**src/hw/rtl/lldd_pkg.sv**
```systemverilog
// Package for the least-loaded job dispatcher.
// Holds sizes, codes, the job word and the shared helper functions.
// Depends on nothing; every module of the block but lldd_ram imports it.
`timescale 1ns / 1ps

package lldd_pkg;

    // Sizing of the block.
    localparam int NUM_WORKERS = 8;
    localparam int QUEUE_DEPTH = 16;
    localparam int LOAD_WIDTH  = 48;

    // Field widths fixed by the interface.
    localparam int CMD_W    = 1;
    localparam int TAG_W    = 16;
    localparam int SIZE_W   = 32;
    localparam int CFG_W    = 4;
    localparam int STATUS_W = 2;

    // Derived widths.
    localparam int WORKER_W = $clog2(NUM_WORKERS);
    localparam int NACT_W   = $clog2(NUM_WORKERS + 1);
    localparam int HEAD_W   = $clog2(QUEUE_DEPTH);
    localparam int COUNT_W  = $clog2(QUEUE_DEPTH + 1);
    localparam int QADDR_W  = $clog2(NUM_WORKERS * QUEUE_DEPTH);
    localparam int NUM_LEAF = 2 ** WORKER_W;
    localparam int LEVELS   = WORKER_W;
    localparam int LEVEL_W  = $clog2(LEVELS + 1);

    // Depth of the job queue between front and back.
    localparam int JOBQ_DEPTH = 2;
    localparam int JOBQ_PTR_W = $clog2(JOBQ_DEPTH);
    localparam int JOBQ_CNT_W = $clog2(JOBQ_DEPTH + 1);

    localparam logic [CFG_W-1:0] ACTIVE_RESET = CFG_W'(NUM_WORKERS);

    // Command codes on the input word.
    localparam logic [CMD_W-1:0] CMD_PUT = 1'b0;
    localparam logic [CMD_W-1:0] CMD_GET = 1'b1;

    // Result status codes.
    typedef enum logic [STATUS_W-1:0] {
        ST_OK    = 2'd0,
        ST_FULL  = 2'd1,
        ST_EMPTY = 2'd2,
        ST_BAD   = 2'd3
    } t_status;

    // Operation class decided by the front.
    typedef enum logic [1:0] {
        OP_PUT,
        OP_GET,
        OP_BAD
    } t_op;

    // One classified job word as it sits in the job queue.
    typedef struct packed {
        t_op                 op;
        logic [TAG_W-1:0]    tag;
        logic [SIZE_W-1:0]   size;
        logic [WORKER_W-1:0] widx;
    } t_job;

    // Clamp the raw active-worker setting to 1..NUM_WORKERS.
    function automatic logic [NACT_W-1:0] eff_active(input logic [CFG_W-1:0] a);
        logic [NACT_W-1:0] n;
        if (a == '0) begin
            n = NACT_W'(1);
        end else if (int'(a) > NUM_WORKERS) begin
            n = NACT_W'(NUM_WORKERS);
        end else begin
            n = NACT_W'(a);
        end
        return n;
    endfunction

endpackage

```
**src/hw/rtl/lldd_ram.sv**
```systemverilog
// Generic single-write, single-read RAM with a registered read port.
// Depends on nothing; used for the per-worker tag queues.
`timescale 1ns / 1ps

module lldd_ram #(
    parameter int WIDTH = 16,
    parameter int DEPTH = 128
) (
    input  logic                     i_clk,
    input  logic                     i_we,
    input  logic [$clog2(DEPTH)-1:0] i_waddr,
    input  logic [WIDTH-1:0]         i_wdata,
    input  logic                     i_re,
    input  logic [$clog2(DEPTH)-1:0] i_raddr,
    output logic [WIDTH-1:0]         o_rdata
);

    logic [WIDTH-1:0] r_mem [DEPTH];
    logic [WIDTH-1:0] r_rdata;

    // Write port and registered read port.
    always_ff @(posedge i_clk) begin
        if (i_we) begin
            r_mem[i_waddr] <= i_wdata;
        end
        if (i_re) begin
            r_rdata <= r_mem[i_raddr];
        end
    end

    assign o_rdata = r_rdata;

endmodule

```
**src/hw/rtl/lldd_front.sv**
```systemverilog
// Front of the dispatcher: accepts input words, classifies them and
// holds them in a two-entry job queue. Depends on lldd_pkg.
`timescale 1ns / 1ps

module lldd_front (
    input  logic                           i_clk,
    input  logic                           i_rst_n,
    input  logic                           i_in_valid,
    output logic                           o_in_ready,
    input  logic [lldd_pkg::CMD_W-1:0]     i_cmd,
    input  logic [lldd_pkg::TAG_W-1:0]     i_job_tag,
    input  logic [lldd_pkg::SIZE_W-1:0]    i_job_size,
    input  logic [lldd_pkg::WORKER_W-1:0]  i_worker_index,
    input  logic [lldd_pkg::NACT_W-1:0]    i_active,
    output logic                           o_job_valid,
    output lldd_pkg::t_job                 o_job,
    input  logic                           i_job_pop
);
    import lldd_pkg::*;

    t_job                  r_buf [JOBQ_DEPTH];
    logic [JOBQ_PTR_W-1:0] r_wp;
    logic [JOBQ_PTR_W-1:0] r_rp;
    logic [JOBQ_CNT_W-1:0] r_cnt;
    t_job                  job_in;
    logic                  push;

    // Classify the incoming word; a get from an inactive worker is marked bad.
    always_comb begin
        job_in.tag  = i_job_tag;
        job_in.size = i_job_size;
        job_in.widx = i_worker_index;
        if (i_cmd == CMD_PUT) begin
            job_in.op = OP_PUT;
        end else if (NACT_W'(i_worker_index) >= i_active) begin
            job_in.op = OP_BAD;
        end else begin
            job_in.op = OP_GET;
        end
    end

    assign o_in_ready  = (r_cnt != JOBQ_CNT_W'(JOBQ_DEPTH));
    assign push        = i_in_valid && o_in_ready;
    assign o_job_valid = (r_cnt != '0);
    assign o_job       = r_buf[r_rp];

    // Queue pointers and occupancy.
    always_ff @(posedge i_clk) begin
        if (!i_rst_n) begin
            r_wp  <= '0;
            r_rp  <= '0;
            r_cnt <= '0;
        end else begin
            if (push) begin
                r_wp <= (r_wp == JOBQ_PTR_W'(JOBQ_DEPTH - 1)) ? '0 : r_wp + 1'b1;
            end
            if (i_job_pop) begin
                r_rp <= (r_rp == JOBQ_PTR_W'(JOBQ_DEPTH - 1)) ? '0 : r_rp + 1'b1;
            end
            if (push && !i_job_pop) begin
                r_cnt <= r_cnt + 1'b1;
            end else if (!push && i_job_pop) begin
                r_cnt <= r_cnt - 1'b1;
            end
        end
    end

    // Queue storage.
    always_ff @(posedge i_clk) begin
        if (push) begin
            r_buf[r_wp] <= job_in;
        end
    end

endmodule

```
**src/hw/rtl/lldd_back.sv**
```systemverilog
// Back of the dispatcher: runs one job at a time, picks the least-loaded
// worker with an iterated comparator tree, keeps loads and queue pointers,
// and drives the result register. Depends on lldd_pkg and lldd_ram.
`timescale 1ns / 1ps

module lldd_back (
    input  logic                           i_clk,
    input  logic                           i_rst_n,
    input  logic [lldd_pkg::NACT_W-1:0]    i_active,
    input  logic                           i_job_valid,
    input  lldd_pkg::t_job                 i_job,
    output logic                           o_job_pop,
    output logic                           o_out_valid,
    input  logic                           i_out_ready,
    output logic [lldd_pkg::STATUS_W-1:0]  o_status,
    output logic [lldd_pkg::WORKER_W-1:0]  o_chosen_worker,
    output logic [lldd_pkg::TAG_W-1:0]     o_tag_out
);
    import lldd_pkg::*;

    typedef enum logic [2:0] {
        S_IDLE,
        S_REDUCE,
        S_COMMIT,
        S_GET,
        S_READ
    } t_state;

    // One node of the selection tree: a worker, its scan position and load.
    typedef struct packed {
        logic                  valid;
        logic [WORKER_W-1:0]   idx;
        logic [WORKER_W-1:0]   pos;
        logic [LOAD_WIDTH-1:0] load;
    } t_node;

    // The later node wins if the earlier one is invalid, or on a strictly smaller
    // load, or on an earlier scan position at equal load.
    function automatic t_node pick(input t_node a, input t_node b);
        t_node w;
        w = a;
        if (b.valid && (!a.valid || (b.load < a.load)
                || ((b.load == a.load) && (b.pos < a.pos)))) begin
            w = b;
        end
        return w;
    endfunction

    t_state                r_state,  n_state;
    t_job                  r_job,    n_job;
    t_node                 r_node    [NUM_LEAF];
    t_node                 n_node    [NUM_LEAF];
    logic [LEVEL_W-1:0]    r_lvl,    n_lvl;
    logic [LOAD_WIDTH-1:0] r_load    [NUM_WORKERS];
    logic [LOAD_WIDTH-1:0] n_load    [NUM_WORKERS];
    logic [HEAD_W-1:0]     r_head    [NUM_WORKERS];
    logic [HEAD_W-1:0]     n_head    [NUM_WORKERS];
    logic [COUNT_W-1:0]    r_count   [NUM_WORKERS];
    logic [COUNT_W-1:0]    n_count   [NUM_WORKERS];
    logic [WORKER_W-1:0]   r_last,   n_last;
    logic                  r_out_valid, n_out_valid;
    t_status               r_status, n_status;
    logic [WORKER_W-1:0]   r_chosen, n_chosen;
    logic [TAG_W-1:0]      r_tag,    n_tag;

    logic                  can_emit;
    logic [WORKER_W-1:0]   start;
    logic [WORKER_W-1:0]   wsel;
    logic [HEAD_W-1:0]     sel_head;
    logic [COUNT_W-1:0]    sel_count;
    logic [HEAD_W:0]       slot_sum;
    logic [HEAD_W-1:0]     slot;
    logic [LOAD_WIDTH:0]   load_sum;
    logic [NACT_W:0]       pos_ext;
    logic                  ram_we;
    logic                  ram_re;
    logic [QADDR_W-1:0]    ram_waddr;
    logic [QADDR_W-1:0]    ram_raddr;
    logic [TAG_W-1:0]      ram_rdata;

    lldd_ram #(
        .WIDTH (TAG_W),
        .DEPTH (NUM_WORKERS * QUEUE_DEPTH)
    ) u_qram (
        .i_clk   (i_clk),
        .i_we    (ram_we),
        .i_waddr (ram_waddr),
        .i_wdata (r_job.tag),
        .i_re    (ram_re),
        .i_raddr (ram_raddr),
        .o_rdata (ram_rdata)
    );

    // Scan start, and the worker whose queue the current job touches.
    assign start     = (NACT_W'(r_last) < i_active) ? r_last : '0;
    assign wsel      = (r_state == S_COMMIT) ? r_node[0].idx : r_job.widx;
    assign sel_head  = r_head[wsel];
    assign sel_count = r_count[wsel];
    assign can_emit  = !r_out_valid || i_out_ready;

    // Tail slot of the selected queue, wrapped once.
    always_comb begin
        slot_sum = (HEAD_W + 1)'(sel_head) + (HEAD_W + 1)'(sel_count);
        if (slot_sum >= (HEAD_W + 1)'(QUEUE_DEPTH)) begin
            slot = HEAD_W'(slot_sum - (HEAD_W + 1)'(QUEUE_DEPTH));
        end else begin
            slot = HEAD_W'(slot_sum);
        end
    end

    // Saturating load update for the chosen worker.
    assign load_sum  = {1'b0, r_node[0].load} + (LOAD_WIDTH + 1)'(r_job.size);
    assign ram_waddr = QADDR_W'(int'(wsel) * QUEUE_DEPTH + int'(slot));
    assign ram_raddr = QADDR_W'(int'(wsel) * QUEUE_DEPTH + int'(sel_head));

    // Next-state logic of the sequencer.
    always_comb begin
        n_state     = r_state;
        n_job       = r_job;
        n_node      = r_node;
        n_lvl       = r_lvl;
        n_load      = r_load;
        n_head      = r_head;
        n_count     = r_count;
        n_last      = r_last;
        n_out_valid = r_out_valid && !i_out_ready;
        n_status    = r_status;
        n_chosen    = r_chosen;
        n_tag       = r_tag;
        o_job_pop   = 1'b0;
        ram_we      = 1'b0;
        ram_re      = 1'b0;
        pos_ext     = '0;

        unique case (r_state)
            S_IDLE: begin
                if (i_job_valid) begin
                    unique case (i_job.op)
                        OP_BAD: begin
                            // An inactive worker index answers at once.
                            if (can_emit) begin
                                o_job_pop   = 1'b1;
                                n_out_valid = 1'b1;
                                n_status    = ST_BAD;
                                n_chosen    = i_job.widx;
                                n_tag       = '0;
                            end
                        end
                        OP_PUT: begin
                            // Load the tree leaves with loads and scan positions.
                            o_job_pop = 1'b1;
                            n_job     = i_job;
                            n_lvl     = '0;
                            for (int i = 0; i < NUM_LEAF; i++) begin
                                n_node[i].idx   = WORKER_W'(i);
                                n_node[i].valid = (i < NUM_WORKERS) && (i < int'(i_active));
                                n_node[i].load  = (i < NUM_WORKERS) ?
                                                  r_load[i % NUM_WORKERS] : '0;
                                if (WORKER_W'(i) >= start) begin
                                    pos_ext = (NACT_W + 1)'(WORKER_W'(i))
                                            - (NACT_W + 1)'(start);
                                end else begin
                                    pos_ext = (NACT_W + 1)'(WORKER_W'(i))
                                            + (NACT_W + 1)'(i_active)
                                            - (NACT_W + 1)'(start);
                                end
                                n_node[i].pos = WORKER_W'(pos_ext);
                            end
                            n_state = S_REDUCE;
                        end
                        OP_GET: begin
                            o_job_pop = 1'b1;
                            n_job     = i_job;
                            n_state   = S_GET;
                        end
                        default: begin
                            o_job_pop = 1'b0;
                        end
                    endcase
                end
            end

            S_REDUCE: begin
                // One tree level per cycle; the winner ends up in node zero.
                for (int j = 0; j < NUM_LEAF / 2; j++) begin
                    n_node[j] = pick(r_node[2 * j], r_node[2 * j + 1]);
                end
                n_lvl = r_lvl + 1'b1;
                if (r_lvl == LEVEL_W'(LEVELS - 1)) begin
                    n_state = S_COMMIT;
                end
            end

            S_COMMIT: begin
                if (can_emit) begin
                    n_last      = wsel;
                    n_out_valid = 1'b1;
                    n_chosen    = wsel;
                    n_tag       = '0;
                    if (sel_count == COUNT_W'(QUEUE_DEPTH)) begin
                        n_status = ST_FULL;
                    end else begin
                        n_status      = ST_OK;
                        ram_we        = 1'b1;
                        n_count[wsel] = sel_count + 1'b1;
                        n_load[wsel]  = load_sum[LOAD_WIDTH] ? '1 : load_sum[LOAD_WIDTH-1:0];
                    end
                    n_state = S_IDLE;
                end
            end

            S_GET: begin
                if (sel_count == '0) begin
                    if (can_emit) begin
                        n_out_valid = 1'b1;
                        n_status    = ST_EMPTY;
                        n_chosen    = wsel;
                        n_tag       = '0;
                        n_state     = S_IDLE;
                    end
                end else begin
                    // Pop the head; the tag arrives from the RAM next cycle.
                    ram_re        = 1'b1;
                    n_count[wsel] = sel_count - 1'b1;
                    n_head[wsel]  = (sel_head == HEAD_W'(QUEUE_DEPTH - 1)) ?
                                    '0 : sel_head + 1'b1;
                    n_state       = S_READ;
                end
            end

            S_READ: begin
                if (can_emit) begin
                    n_out_valid = 1'b1;
                    n_status    = ST_OK;
                    n_chosen    = r_job.widx;
                    n_tag       = ram_rdata;
                    n_state     = S_IDLE;
                end
            end

            default: begin
                n_state = S_IDLE;
            end
        endcase
    end

    // State, worker bookkeeping and the result register.
    always_ff @(posedge i_clk) begin
        if (!i_rst_n) begin
            r_state     <= S_IDLE;
            r_last      <= '0;
            r_out_valid <= 1'b0;
            for (int i = 0; i < NUM_WORKERS; i++) begin
                r_load[i]  <= '0;
                r_head[i]  <= '0;
                r_count[i] <= '0;
            end
        end else begin
            r_state     <= n_state;
            r_last      <= n_last;
            r_out_valid <= n_out_valid;
            r_load      <= n_load;
            r_head      <= n_head;
            r_count     <= n_count;
            r_job       <= n_job;
            r_node      <= n_node;
            r_lvl       <= n_lvl;
            r_status    <= n_status;
            r_chosen    <= n_chosen;
            r_tag       <= n_tag;
        end
    end

    assign o_out_valid     = r_out_valid;
    assign o_status        = r_status;
    assign o_chosen_worker = r_chosen;
    assign o_tag_out       = r_tag;

endmodule

```
**src/hw/rtl/least_loaded_job_dispatcher_unit.sv**
```systemverilog
// Least-loaded job dispatcher. A put word goes to the active worker with the
// smallest accumulated load, scanning from the last chosen worker, and its tag
// is queued for that worker; a get word pops a tag from the named worker's
// queue. Every accepted word gives exactly one result word. The block works
// on one word at a time: a put passes level by level through the comparator
// tree, which resolves one level per cycle, and then commits; a get pops the
// queue and waits for the registered read of the queue RAM, or answers with
// an empty status when the queue is empty; a get of an inactive worker is
// answered from idle. A two-entry queue at the input and the result register
// let both sides stall on their own. Write the active-worker count only while
// the block is idle. Depends on lldd_pkg, lldd_front and lldd_back.
`timescale 1ns / 1ps

module least_loaded_job_dispatcher_unit (
    input  logic                           i_clk,
    input  logic                           i_rst_n,
    input  logic                           i_cfg_valid,
    output logic                           o_cfg_ready,
    input  logic [lldd_pkg::CFG_W-1:0]     i_cfg_active_workers,
    input  logic                           i_in_valid,
    output logic                           o_in_ready,
    input  logic [lldd_pkg::CMD_W-1:0]     i_cmd,
    input  logic [lldd_pkg::TAG_W-1:0]     i_job_tag,
    input  logic [lldd_pkg::SIZE_W-1:0]    i_job_size,
    input  logic [lldd_pkg::WORKER_W-1:0]  i_worker_index,
    output logic                           o_out_valid,
    input  logic                           i_out_ready,
    output logic [lldd_pkg::STATUS_W-1:0]  o_status,
    output logic [lldd_pkg::WORKER_W-1:0]  o_chosen_worker,
    output logic [lldd_pkg::TAG_W-1:0]     o_tag_out
);
    import lldd_pkg::*;

    logic [CFG_W-1:0]  r_active;
    logic [NACT_W-1:0] active_eff;
    logic              job_valid;
    t_job              job;
    logic              job_pop;

    // Active-worker register; every write word is taken.
    assign o_cfg_ready = 1'b1;

    always_ff @(posedge i_clk) begin
        if (!i_rst_n) begin
            r_active <= ACTIVE_RESET;
        end else if (i_cfg_valid) begin
            r_active <= i_cfg_active_workers;
        end
    end

    assign active_eff = eff_active(r_active);

    lldd_front u_front (
        .i_clk          (i_clk),
        .i_rst_n        (i_rst_n),
        .i_in_valid     (i_in_valid),
        .o_in_ready     (o_in_ready),
        .i_cmd          (i_cmd),
        .i_job_tag      (i_job_tag),
        .i_job_size     (i_job_size),
        .i_worker_index (i_worker_index),
        .i_active       (active_eff),
        .o_job_valid    (job_valid),
        .o_job          (job),
        .i_job_pop      (job_pop)
    );

    lldd_back u_back (
        .i_clk           (i_clk),
        .i_rst_n         (i_rst_n),
        .i_active        (active_eff),
        .i_job_valid     (job_valid),
        .i_job           (job),
        .o_job_pop       (job_pop),
        .o_out_valid     (o_out_valid),
        .i_out_ready     (i_out_ready),
        .o_status        (o_status),
        .o_chosen_worker (o_chosen_worker),
        .o_tag_out       (o_tag_out)
    );

endmodule

```
**config.mk**
```make
export PLATFORM = sky130hd
export DESIGN_NAME = least_loaded_job_dispatcher_unit
export DESIGN_NICKNAME = d
export VERILOG_FILES = /design/src/hw/rtl/lldd_pkg.sv /design/src/hw/rtl/lldd_ram.sv /design/src/hw/rtl/lldd_front.sv /design/src/hw/rtl/lldd_back.sv /design/src/hw/rtl/least_loaded_job_dispatcher_unit.sv
export SDC_FILE = /design/constraint.sdc
export NUM_CORES = 2
export LEC_CHECK = 0
export BUFFER_PORTS_ARGS = -buffer_cell sky130_fd_sc_hd__buf_2
export CORE_MARGIN = 2
export CORE_UTILIZATION = 30
export CTS_CLUSTER_SIZE = 24
export DETAILED_ROUTE_END_ITERATION = 6
export SLEW_MARGIN = 20
export SYNTH_ARGS = -nofsm -noshare
export SYNTH_HDL_FRONTEND = slang
export SYNTH_SLANG_ARGS = --single-unit
```
**constraint.sdc**
```tcl
create_clock -name i_clk -period 25 [get_ports i_clk]
set_input_delay 2.5 -clock i_clk [delete_from_list [all_inputs] [get_ports i_clk]]
set_output_delay 2.5 -clock i_clk [all_outputs]
set_load 0.01 [all_outputs]
```
==> After elaboration in Yosys (flattened, before gate mapping) <==
Memory sizes are Yosys's and may differ from the RTL's. A register that Yosys moved wholly into a read port is not among the register bits.
Cells that the tools add are included.
{ "op_classes": {"addsub": 36, "n_lt_le_gt_ge": 30, "eq_ne": 27, "n_mux": 99, "bitwise_logic": 3, "reduce_logical": 53} }
{ "op_table": {"columns": ["cell", "count"], "rows": [
  ["440-bit 2-to-1 mux", 2],
  ["220-bit one-hot mux with 2 select lines", 1],
  ["384-bit bitwise mux", 1],
  ["55-bit 2-to-1 mux", 4],
  ["48-bit == test", 4],
  ["48-bit < comparator", 4],
  ["48-bit demux with 3-bit select", 1],
  ["40-bit 2-to-1 mux", 3],
  ["48-bit 2-to-1 mux", 2],
  ["40-bit bitwise mux", 2],
  ["16-bit 2-to-1 mux", 5],
  ["40-bit one-hot mux with 2 select lines", 1],
  ["16-bit one-hot mux with 4 select lines", 1],
  ["3-bit 2-to-1 mux", 20],
  ["48-bit by 32-bit adder with 49-bit output", 1],
  ["32-bit bitwise mux", 1],
  ["4-bit 2-to-1 mux", 7],
  ["2-bit 2-to-1 mux", 13],
  ["3-bit one-hot mux with 4 select lines", 2],
  ["3-bit subtractor", 8],
  ["1-bit 2-to-1 mux", 21],
  ["3-bit by 4-bit < comparator with 1-bit output, first input constant", 4],
  ["4-bit AND reduction", 4],
  ["5-bit binary-select mux with 3-bit select", 1],
  ["64 further kinds", 135]
]} }
{ "totals": {"regBits": 973, "ramBits": 2154, "memories": 2} }
{ "mem_list": {"columns": ["memory", "depth", "word_bits", "rd", "rd_ports_with_merged_regs", "write_ports", "line", "text"], "rows": [
  ["u_back.u_qram.r_mem", 128, 16, 1, 1, 1, "lldd_ram.sv:18", "logic [WIDTH-1:0] r_mem [DEPTH];"],
  ["u_front.r_buf", 2, 53, 1, 1, 1, "lldd_front.sv:21", "t_job r_buf [JOBQ_DEPTH];"]
]} }

==> Longest topological paths before layout <==
{ "logic_depth": {"ltp_word": 12, "depth_mapped": 21, "mapped_depth_nobuf": 14} }

==> By module <==
From an unflattened synthesis, not the netlist that was laid out.
{ "unflattened": {"hier_cells": 7459, "area_unflattened_um2": 127114.4} }
{ "by_module_without_submodules": {"columns": ["mod", "instances", "cells_per_inst", "area_per_inst_um2", "seq_area_each_um2"], "rows": [
  ["lldd_ram", 1, 3086, 78685.5, 61979.4],
  ["lldd_back", 1, 4153, 44086.0, 24313.3],
  ["lldd_front", 1, 200, 4147.7, 3283.1],
  ["least_loaded_job_dispatcher_unit", 1, 20, 195.2, 80.1]
]} }

==> Worst setup path before layout <==
Ideal clock, no wire load.
{ "synth_timing": {"kind": "input -> register", "from": "input port i_rst_n", "to": "register u_back.r_node[0] (netlist bit), enable pin", "setup_ns": 0.804, "arrival_ns": 13.255, "required_ns": 24.196, "path_slack_ns": 10.941, "path_stages": 3, "path_buffers": 1, "cell_sequence": "clkbuf_1 and3_1 nor2b_1"} }
{ "synth_between": {"elab_chain_cells": 1} }
{ "synth_lines": {"columns": ["element", "line", "text"], "rows": [
  ["start: declaration", "least_loaded_job_dispatcher_unit.sv:16", "input logic i_rst_n,"],
  ["4-bit AND reduction (no source line)", null, null],
  ["end signal: assignment", "lldd_back.sv:266", "r_node <= n_node;"],
  ["end: declaration", "lldd_back.sv:51", "t_node r_node [NUM_LEAF];"]
]} }
Every way passes these cells.
A chain may end at the register's enable or synchronous reset.

==> Worst setup path after layout <==
{ "layout_timing": {"from": "register u_back.r_state[2]", "to": "register u_back.u_qram.r_rdata[11], in the netlist u_back.u_qram.o_rdata[11], read port of u_back.u_qram.r_mem (data pin)"} }
{ "layout_between": {"elab_chain_cells": 9, "word_cells_on_any_way": 14} }
{ "layout_lines": {"columns": ["element", "line", "text"], "rows": [
  ["start: declaration", "lldd_back.sv:49", "t_state r_state, n_state;"],
  ["start signal: assignment", "lldd_back.sv:259", "r_state <= n_state;"],
  ["branches (longest 9 deep; another with 7-bit by 4-bit adder with 7-bit output)", null, null],
  ["end: declaration", "lldd_ram.sv:19", "logic [WIDTH-1:0] r_rdata;"]
]} }
Several ways; the timed one is not identified. The select of a mux whose other input is x is not followed.

==> flow_summary.ini <==
[logic_synthesis]
synth_edf_count = 2671
synth_cell_type_count = 95
syn_area_mm2 = 0.131
syn-num-nets = 10600
yosysMostFrequentCell = edfxtp_1
yosysSeqAreaShare = 0.687
synth_compound_area_frac = 0.0877
synth_common_cells = edfxtp_1 (2671), nand2_1 (1767), nand3_1 (944), nor2_1 (553), dfxtp_1 (472)
synth_area_leaders = edfxtp_1 (61%), dfxtp_1 (7.2%), nand2_1 (5.1%)
netlist.area_leader.share = 0.614
async_flop_share = 0
yosys.area.top_type = edfxtp_1
synth_mux_area_frac = 0.0400
synthSimpleGateAreaFrac = 0.127
yosys.area_share.adder = 0.0257
synth_top_family_by_area = simple AND/OR/NAND/NOR gates
avgSynthCellArea_um2 = 12.7
ys_seq_elements = 3143
ys.flop_type = edfxtp_1
syn-instance-count = 10300
yosys_warnings = 0
synthXorXnorAreaFrac = 0.00349

[grt]
grt_antenna_before_repair = 27
grt_pass1_vias = 81900
grt_pass1_wl_um = 598000
grt_max_degree = 168
grt-ovfl-total = 0
globalRouteTotalUtil = 0.183

[finish]
design_area_mm2 = 0.149
layout-drive-gt1-share = 0.0992
area_delta_synth_final_pct = 13.8
nets = 10700

[outcome]
violations = design-rule violations
status = complete, but fails checks

[clock_network]
cts_hold_buffers = 0
cts_resized = 0
postCtsSetupBuffers = 0
cts_sinks = 3143
cts_buffers = 318
cts_tree = built
cts.clk_slew.worst_paths_ps = 60
h-tree-depth = 5
cts_max_path_buffers = 4
clock-root-buffer = clkbuf_16
clkLatencyLatePin_ps = 960

[floorplanning]
die_x_um = 664
dieArea_mm2 = 0.440
initial_core_util = 0.301
rows = 242
placeableCoreArea_mm2 = 0.434
ios = 85
dieHeight_um = 664

[drt]
wirelength_um = 419000
num_vias = 87800
vias_per_cell = 5.36
firstDrtPassIters = 7
drt-wirelength-per-cell_um = 25.6
antenna_left = 0
drt-initial-drc-count = 11100
drcViolationCount = 3

[setup_path]
crit_type = register to register
end_kind = register
reg2reg_setup_slack_ps = 16660
path_max_fanout = 77
cp.required_ps = 25680
cp.arrival_ps = 9030
start_kind = register

[sta]
setup_violations = 0
fin_skew_ps = 107
tightest_slew_ps = 1170
drv_slew = 0
hold_viol = 0
slew_headroom = 0.217
fin_crit_sh = 0.334
grt_setup_unrepaired = false
tns_ps = 0
min_period_ps = 8340
fmax_mhz = 120
holdWs_ps = 394

[power_and_ir_drop]
p_total_w = 0.0151
seqPwrFrac = 0.411
power_frac_comb = 0.274
intPower_w = 0.00983
power_switching_share = 0.347
power_leakage_nw = 50.4
cellPowerDensity_mw_per_mm2 = 101
clock_power_share = 0.315
irDropWorstVdd_uv = 92.6
switchingPower_w = 0.00522

[placement]
hpwl_um = 260000
portBuffers = 83
post_dp_cell_area_mm2 = 0.138
gp_congestion = 0.927

[hold_path]
hp-class = register to register

[flow_run]
maxCapViolCount = 0
[cell type report]
class                           count  area [um^2]
Antenna cell                       18         45.0
Multi-Input combinational cell   6242        37600
Clock buffer                      408         8440
Timing Repair Buffer              400         2980
Clock inverter                    169         1740
Tap cell                         5734         7170
Fill cell                       42200       285000
Inverter                          254          996
Sequential cell                  3143        89700
[sequential cells by signal, indices dropped and copies added (netlist names), named ones only]
register and flops:
u_back.r_lvl 2, u_back.r_state 3, u_front.r_wp 1, u_back.u_qram.r_mem 2048, r_active 4, u_back.o_tag_out 16
u_back.u_qram.o_rdata 16, u_front.r_buf 106, u_back.r_count 40, u_back.r_head 32, u_back.r_last 3, u_front.r_rp 1
u_front.r_cnt 2, u_back.o_status 2, u_back.r_load 384, u_back.r_node 427, u_back.o_out_valid 1, u_back.o_chosen_worker 3
u_back.r_job 51
[path summary, 6_finish.rpt]
path,cells after the start,from,endpoint
worst min register to register,0,u_back.r_load[90],u_back.r_node[97]
worst min-delay path,0,u_back.r_load[90],u_back.r_node[97]
worst max register to register,15,u_back.r_state[2],u_back.u_qram.o_rdata[11]
worst max-delay path,15,u_back.r_state[2],u_back.u_qram.o_rdata[11]
[stage by stage]
| stage | std cells | util | setup slack, ps |
|---|---|---|---|
| floorplan | 10300 | - | 10940 |
| global placement | 15800 | 0.319 | 16890 |
| detailed placement | 15800 | 0.319 | 16840 |
| CTS | 16300 | 0.342 | 16870 |
| global route | 16400 | 0.342 | 16440 |
| finish | 16400 | 0.342 | 16660 |
[layer usage]
layer	global-route usage	routed length, um
met5	0	20
met4	0.0867	22600
met1	0.246	169000
met2	0.284	188000
met3	0.0342	39400
[power by group through the flow]
stage	registers (W)	logic (W)	clock network (W)
6_report	0.00619	0.00412	0.00475
5_1_grt	0.00620	0.00436	0.00500
4_1_cts	0.00618	0.00407	0.00480
3_5_place_dp	0.00629	0.00405	0
3_3_place_gp	0.00629	0.00402	0
2_1_floorplan	0.00636	0.00244	0
[cells in the final DEF (no fill, tap or decap), drive strengths merged, types with 263 or more instances in the layout]
master / Yosys / routed
nand2: 1768 / 1768
mux2i: 407 / 407
edfxtp: 2671 / 2671
a21oi: 289 / 289
nand3: 944 / 944
ha: 263 / 263
inv: 251 / 268
buf: 319 / 400
clkbuf: 334 / 408
o21ai: 354 / 354
nor2: 555 / 555
dfxtp: 472 / 472
[kinds of logic (layout without fill, tap and decap cells)]
family	count (synthesis)	count (layout)
buffers and inverters	907	1231
DFF	3143	3143
muxes	507	507
adders and majority gates	266	266
and+or+nand+nor	3762	3762
other	1	19
AOI/OAI and AO/OA	1654	1654
xor gates and xnor gates	52	52
[worst max-delay path, cell delays in order, from the launching register on]
cell and delay [ps]:
dfxtp_2 830, or3b_1 740, a21o_1 620, a2111o_1 210, nand4_4 90, buf_4 300, inv_8 510, buf_4 870
buf_4 740, buf_4 740, buf_4 580, and3_1 250, a311oi_1 50, o21ai_0 720, o2111ai_1 230, or3_1 370
Power figures use the tool's default switching activity.
